--- src/hdl/kpsd_pkg.sv ---
// Shared types, constants and tables for the keypad scanner / digit display.
// No dependencies.
package kpsd_pkg;

  localparam int SEG_W   = 7;
  localparam int COL_W   = 4;
  localparam int ROW_W   = 2;
  localparam int ROWS    = 4;
  localparam int KEY_W   = 4;
  localparam int CNT_W   = 20;
  localparam int EN_W    = 4;
  localparam int IN_TW   = 8;
  localparam int OUT_TW  = 16;

  localparam logic [CNT_W-1:0] SCANS_RESET = 20'd20000;

  // single-column-low codes
  localparam logic [COL_W-1:0] COL0_LOW = 4'hE;
  localparam logic [COL_W-1:0] COL1_LOW = 4'hD;
  localparam logic [COL_W-1:0] COL2_LOW = 4'hB;

  localparam logic [ROW_W-1:0] LAST_ROW = 2'd3;

  typedef struct packed {
    logic             hit;
    logic [SEG_W-1:0] seg;
  } key_dec_t;

  function automatic logic [SEG_W-1:0] seg_of(input logic [KEY_W-1:0] key);
    logic [SEG_W-1:0] s;
    unique case (key)
      4'd0:    s = 7'h3F;
      4'd1:    s = 7'h06;
      4'd2:    s = 7'h5B;
      4'd3:    s = 7'h4F;
      4'd4:    s = 7'h66;
      4'd5:    s = 7'h6D;
      4'd6:    s = 7'h7D;
      4'd7:    s = 7'h07;
      4'd8:    s = 7'h7F;
      4'd9:    s = 7'h6F;
      default: s = '0;
    endcase
    return s;
  endfunction

  function automatic logic [SEG_W-1:0] store_init(input int idx);
    logic [SEG_W-1:0] s;
    unique case (idx)
      0:       s = 7'h07;
      1:       s = 7'h7D;
      2:       s = 7'h3F;
      3:       s = 7'h4F;
      default: s = '0;
    endcase
    return s;
  endfunction

endpackage

--- src/hdl/kpsd_decode.sv ---
// Keypad sample decode: row plus column sense to key hit and segment pattern.
// Depends on kpsd_pkg.
module kpsd_decode (
  input  logic [kpsd_pkg::ROW_W-1:0] row,
  input  logic [kpsd_pkg::COL_W-1:0] cols,
  output kpsd_pkg::key_dec_t         dec
);
  import kpsd_pkg::*;

  logic             col_ok;
  logic [1:0]       col;
  logic [KEY_W-1:0] key;

  always_comb begin
    col_ok = 1'b1;
    col    = 2'd0;
    unique case (cols)
      COL0_LOW: col = 2'd0;
      COL1_LOW: col = 2'd1;
      COL2_LOW: col = 2'd2;
      default:  col_ok = 1'b0;
    endcase

    key     = {2'b00, row} * 4'd3 + {2'b00, col} + 4'd1;
    dec.hit = 1'b0;
    if (col_ok) begin
      if (row != LAST_ROW) begin
        dec.hit = 1'b1;
      end else if (col == 2'd1) begin
        dec.hit = 1'b1;
        key     = 4'd0;
      end
    end
    dec.seg = seg_of(key);
  end

endmodule

--- src/hdl/kpsd_display.sv ---
// Display phase select: picks digit pattern and enable for the current phase; odd phases are blank.
// Depends on kpsd_pkg.
module kpsd_display #(
  parameter int DIGITS = 4,
  parameter int PH_W   = 3
) (
  input  logic [PH_W-1:0]            phase,
  input  logic [kpsd_pkg::SEG_W-1:0] store [DIGITS],
  output logic [kpsd_pkg::SEG_W-1:0] segments,
  output logic [kpsd_pkg::EN_W-1:0]  digit_enable
);
  import kpsd_pkg::*;

  always_comb begin
    segments     = '0;
    digit_enable = '0;
    for (int i = 0; i < DIGITS; i++) begin
      if (phase == PH_W'(2 * i)) begin
        segments     = store[i];
        digit_enable = EN_W'(1) << i;
      end
    end
  end

endmodule

--- src/hdl/keypad_scan_digit_display.sv ---
// Top level: keypad row scanner, digit shift store and display phase sequencer.
// Depends on kpsd_pkg, kpsd_decode, kpsd_display.
//
// Usage:
//   in_*  : one beat per column sample, tdata[3:0] = column_sense (active low)
//           taken while the row from the previous out beat is driven.
//   out_* : one beat per input beat, tdata from bit 0 up = row_drive[3:0],
//           segments[6:0], digit_enable[3:0], key_accepted.
//   cfg_* : cfg_wr_en writes scans_per_phase (zero acts as one); write it
//           only while no beat is in flight.
// The out beat appears in the cycle after its in beat is taken. Throughput is one
// beat per cycle while the receiver does not stall: decode, store shift and counter
// update all sit between the input handshake and the output register.
// Reset clears scan and display state, loads the startup digit patterns and
// sets scans_per_phase to 20000; no out beat is pending after reset.
// When the receiver stalls, the out register holds its beat and in_tready
// drops, so no sample is taken and state does not advance.
module keypad_scan_digit_display #(
  parameter int DIGITS = 4
) (
  input  logic                        clk,
  input  logic                        rst_n,
  input  logic                        in_tvalid,
  output logic                        in_tready,
  input  logic [kpsd_pkg::IN_TW-1:0]  in_tdata,   // column_sense[3:0]
  output logic                        out_tvalid,
  input  logic                        out_tready,
  // row_drive[3:0], segments[10:4], digit_enable[14:11], key_accepted[15]
  output logic [kpsd_pkg::OUT_TW-1:0] out_tdata,
  input  logic                        cfg_wr_en,
  input  logic [kpsd_pkg::CNT_W-1:0]  cfg_wr_data
);
  import kpsd_pkg::*;

  localparam int PHASES = 2 * DIGITS;
  localparam int PH_W   = $clog2(PHASES);

  logic [CNT_W-1:0] scans_r;
  logic [SEG_W-1:0] store_r [DIGITS];
  logic [SEG_W-1:0] store_nxt [DIGITS];
  logic             held_r, held_nxt;
  logic             seen_r, seen_nxt;
  logic [ROW_W-1:0] row_r, row_nxt;
  logic [CNT_W-1:0] cnt_r, cnt_nxt, cnt_inc, limit;
  logic [PH_W-1:0]  phase_r, phase_nxt;
  logic [PH_W:0]    phase_inc;
  logic             out_valid_r;
  logic [OUT_TW-1:0] out_data_r, out_data_nxt;
  logic             accept;
  logic             shift;
  key_dec_t         dec;
  logic [SEG_W-1:0] seg;
  logic [EN_W-1:0]  en;
  logic [ROWS-1:0]  row_drive;

  assign in_tready  = !out_valid_r || out_tready;
  assign accept     = in_tvalid && in_tready;
  assign out_tvalid = out_valid_r;
  assign out_tdata  = out_data_r;

  kpsd_decode u_decode (
    .row  (row_r),
    .cols (in_tdata[COL_W-1:0]),
    .dec  (dec)
  );

  always_comb begin
    shift    = dec.hit && !held_r;
    held_nxt = held_r || dec.hit;
    seen_nxt = seen_r || dec.hit;
    cnt_nxt  = cnt_r;
    phase_nxt = phase_r;
    limit    = (scans_r == '0) ? CNT_W'(1) : scans_r;
    cnt_inc  = cnt_r + CNT_W'(1);
    phase_inc = {1'b0, phase_r} + (PH_W + 1)'(1);

    if (row_r == LAST_ROW) begin
      if (!seen_nxt) begin
        held_nxt = 1'b0;
      end
      seen_nxt = 1'b0;
      cnt_nxt  = cnt_inc;
      if (cnt_inc >= limit) begin
        cnt_nxt = '0;
        if (phase_inc >= (PH_W + 1)'(PHASES)) begin
          phase_nxt = '0;
        end else begin
          phase_nxt = phase_inc[PH_W-1:0];
        end
      end
    end
    row_nxt = row_r + ROW_W'(1);

    for (int i = 0; i < DIGITS; i++) begin
      store_nxt[i] = store_r[i];
    end
    if (shift) begin
      store_nxt[0] = dec.seg;
      for (int i = 1; i < DIGITS; i++) begin
        store_nxt[i] = store_r[i-1];
      end
    end
  end

  kpsd_display #(
    .DIGITS (DIGITS),
    .PH_W   (PH_W)
  ) u_display (
    .phase        (phase_nxt),
    .store        (store_nxt),
    .segments     (seg),
    .digit_enable (en)
  );

  assign row_drive    = ~(ROWS'(1) << row_nxt);
  assign out_data_nxt = {shift, en, seg, row_drive};

  always_ff @(posedge clk) begin
    if (!rst_n) begin
      scans_r     <= SCANS_RESET;
      held_r      <= 1'b0;
      seen_r      <= 1'b0;
      row_r       <= '0;
      cnt_r       <= '0;
      phase_r     <= '0;
      out_valid_r <= 1'b0;
      for (int i = 0; i < DIGITS; i++) begin
        store_r[i] <= store_init(i);
      end
    end else begin
      if (cfg_wr_en) begin
        scans_r <= cfg_wr_data;
      end
      if (accept) begin
        held_r      <= held_nxt;
        seen_r      <= seen_nxt;
        row_r       <= row_nxt;
        cnt_r       <= cnt_nxt;
        phase_r     <= phase_nxt;
        out_valid_r <= 1'b1;
        for (int i = 0; i < DIGITS; i++) begin
          store_r[i] <= store_nxt[i];
        end
      end else if (out_tready) begin
        out_valid_r <= 1'b0;
      end
    end
  end

  always_ff @(posedge clk) begin
    if (accept) begin
      out_data_r <= out_data_nxt;
    end
  end

endmodule

--- config.mk ---
export PLATFORM = sky130hd
export DESIGN_NAME = keypad_scan_digit_display
export DESIGN_NICKNAME = d
export VERILOG_FILES = /design/src/hdl/kpsd_pkg.sv /design/src/hdl/kpsd_decode.sv /design/src/hdl/kpsd_display.sv /design/src/hdl/keypad_scan_digit_display.sv
export SDC_FILE = /design/constraint.sdc
export NUM_CORES = 1
export LEC_CHECK = 0
export ABC_CLOCK_PERIOD_IN_PS = 7800
export BUFFER_PORTS_ARGS = -buffer_cell sky130_fd_sc_hd__buf_2
export CORE_MARGIN = 2
export CORE_UTILIZATION = 45
export DETAILED_ROUTE_END_ITERATION = 7
export PLACE_DENSITY_LB_ADDON = 0.3
export SLEW_MARGIN = 20
export SYNTH_ARGS = -nofsm -noshare
export SYNTH_HDL_FRONTEND = slang
export SYNTH_SLANG_ARGS = --single-unit
--- constraint.sdc ---
create_clock -name clk -period 7.8 [get_ports clk]
set_input_delay 1.17 -clock clk [delete_from_list [all_inputs] [get_ports clk]]
set_output_delay 1.17 -clock clk [all_outputs]
set_load 0.1 [all_outputs]
==> flow_summary.json <==
{
  "status": "completed",
  "dieArea_sq_um": 12500,
  "grt-ovfl-total": 0,
  "cts_buffer_depth": 2,
  "hold_end": "seen_r$_SDFFE_PN0P_",
  "clock-root-buffer": "clkbuf_16",
  "dieWidth_microns": 112,
  "p_clk_share_pct": 38.7,
  "n_antenna_cell": 0,
  "dr.pass1.iters": 5,
  "io_buffers": 46,
  "period_needed_ps": 4390,
  "nets": 654,
  "initial_core_util_pct": 45.9,
  "total_leakage_power_nw": 2.53,
  "arrival_ps": 4580,
  "setup_ws_ps": 3410,
  "postCtsSetupRepairBufs": 0,
  "seq_power_share_pct": 45.3,
  "worstMarginPinSlew_ps": 923,
  "hold_path.class": "flop to flop",
  "rows": 39,
  "reg2reg_from": "cnt_r[0]$_SDFFE_PN0P_",
  "wirelength_microns": 11900,
  "path_max_fanout": 8,
  "ys_warn_count": 0,
  "synth_edf_count": 44,
  "gp_congestion": 0.909,
  "cts_made_buffers": 9,
  "ios": 51,
  "p_sw_share_pct": 29.5,
  "finalHoldViolCount": 0,
  "cp.required_ps": 7990,
  "start_kind": "flop",
  "synthArstFlopShare_pct": 0,
  "synthesis.area_sq_um": 5220,
  "synth_top_area_share_pct": 25.3,
  "syn_area_per_cell_sq_um": 9.56,
  "powerDensity_nw_per_um2": 203,
  "grt_max_degree": 39,
  "fillers": 1064,
  "synth.distinct_cells": 58,
  "ctsHoldBuffers": 0,
  "comb_power_share_pct": 16.1,
  "drive_gt1_share_pct": 13.4,
  "clkLatencyLatePin_ps": 350,
  "layout-area-overhead-vs-synth_pct": 12.7,
  "cts_tree": "built",
  "ant_nets": 0,
  "path_clk_slew_ps": 80,
  "die_h_microns": 112,
  "switching_power_mw": 0.353,
  "drt_iter0_drc": 267,
  "final_common_cell": "nand2_1",
  "hold_path_depth": 2,
  "htree_levels": 3,
  "criticalPathCategory": "flop to flop",
  "ir_worst_vdd_mv": 0.227,
  "coreArea_sq_um": 11400,
  "fin_hold_ws_ps": 476,
  "yosys.area.top_type": "edfxtp_1",
  "r2r_cells": 14,
  "drv_cap": 0,
  "finalCritPeriodShare_pct": 56.3,
  "rsz0062_at_grt": "no",
  "ff_latch_area_sq_um": 2280,
  "setup_viol": 0,
  "route.detailed.drc": 0,
  "synth_seq_cells": 92,
  "synthFlopType": "dfxtp_1",
  "wl_per_cell_microns": 16.2,
  "syn-num-nets": 616,
  "viasPerCell": 5.67,
  "fmax_ghz": 0.228,
  "groute.usage.overall_pct": 19.6,
  "dp_slack_ps": 3410,
  "ys_seq_area_share_pct": 43.7,
  "grt_pass1_vias": 4209,
  "finClkSkew_ps": 10.6,
  "cts_resized": 0,
  "dr_total_vias": 4152,
  "synth_area_leaders": "edfxtp_1, dfxtp_1, ha_1, nand2_1, mux2i_1",
  "cp-end-kind": "flop",
  "netlist_instances": 546,
  "cts_sinks": 92,
  "timing.rr.end": "out_tdata[4]$_DFFE_PP_",
  "hold_start": "seen_r$_SDFFE_PN0P_",
  "p_int_mw": 0.843,
  "grt_pass1_wl_microns": 19800,
  "multi_input_area_sq_um": 2690,
  "fin_tns_setup_ps": 0,
  "antenna_found_initial": 0,
  "r2r_setup_slack_ps": 3410,
  "layout_common_cells": "nand2_1, dfxtp_1, buf_2, edfxtp_1, inv_1",
  "dp_hpwl_microns": 8480,
  "finalMaxSlewViolations": 0,
  "maxSlewHeadroom_pct": 38.4
}
-- state kept, by name (all words and copies together), names as in the netlist --
register / flops
store_r: 28
seen_r: 1
scans_r: 20
phase_r: 3
row_r: 2
out_tdata: 16
cnt_r: 20
held_r: 1
out_tvalid: 1
-- worst max path at each step --
stage	start	to	slack, ps	depth (start not counted)
2_1_floorplan	out_tready	cnt_r[10]$_SDFFE_PN0P_	3910	8
3_3_place_gp	in_tdata[2]	out_tdata[6]$_DFFE_PP_	3550	11
3_5_place_dp	in_tdata[2]	out_tdata[7]$_DFFE_PP_	3410	11
4_1_cts	cnt_r[0]$_SDFFE_PN0P_	out_tdata[4]$_DFFE_PP_	3430	14
5_1_grt	cnt_r[0]$_SDFFE_PN0P_	out_tdata[4]$_DFFE_PP_	3100	14
6_report	cnt_r[0]$_SDFFE_PN0P_	out_tdata[4]$_DFFE_PP_	3410	14
-- through the flow --
stage                     total power, mW  cells  utilization [%]  cell area, sq um
final                                1.20    732             51.8              5880
after global routing                 1.24    732             51.8              5880
after CTS                            1.20    732             51.7              5880
after detailed placement            0.743    716             48.9              5560
after global placement              0.734    716             48.9              5560
after floorplan                     0.698    546                -              5220
-- cell usage after synthesis, drive strengths merged (14+ instances only) --
library cell   n
a32o          16
a21oi         30
inv           43
ha            35
edfxtp        44
o211ai        14
clkbuf        17
mux2i         24
dfxtp         48
nand2         74
nor2          38
nand3         23
-- layout make-up --
| class | count | share of cell area [%] |
|---|---|---|
| clock buffer | 9 | 3.83 |
| clock inverter | 7 | 1.57 |
| inverter | 45 | 2.87 |
| multi-input combinational | 388 | 45.7 |
| sequential | 92 | 38.8 |
| tap | 143 | 3.04 |
| timing repair buffer | 48 | 4.17 |
-- worst max-delay path, cell delays in order, from the launching register on --
cell and delay (ps):
dfxtp_1 440, ha_1 280, nand3_1 190, nor2_1 230, and2_1 220, and3_1 210
xor2_1 230, ha_1 290, nand4_1 130, nor3_1 110, a22o_1 240, a221oi_4 470
mux2i_1 790, a32oi_1 230, o211ai_1 170
-- layer usage --
metal	track usage [%]	wire [microns]
met1	23.7	5100
met2	34.5	5960
met3	3.27	549
met4	8.31	276
met5	0	0
-- power by group through the flow --
stage / Sequential [mW] / Clock [mW] / Combinational, mW
3_5_place_dp: 0.553 / 0 / 0.191
5_1_grt: 0.544 / 0.490 / 0.210
3_3_place_gp: 0.551 / 0 / 0.183
6_report: 0.541 / 0.462 / 0.192
4_1_cts: 0.541 / 0.472 / 0.192
2_1_floorplan: 0.592 / 0 / 0.105
-- kinds of logic (layout without fill, tap and decap cells) --
| family | count (synthesis) | in the layout | synth area share (%) |
|---|---|---|---|
| simple gates | 189 | 189 | 16.9 |
| compound gates | 113 | 113 | 16.1 |
| flops | 92 | 92 | 43.7 |
| buf+inv | 66 | 109 | 4.82 |
| fa+ha+maj | 37 | 37 | 9.16 |
| mux | 28 | 28 | 5.78 |
| xor+xnor | 21 | 21 | 3.52 |
Power figures use the tool's default switching activity.
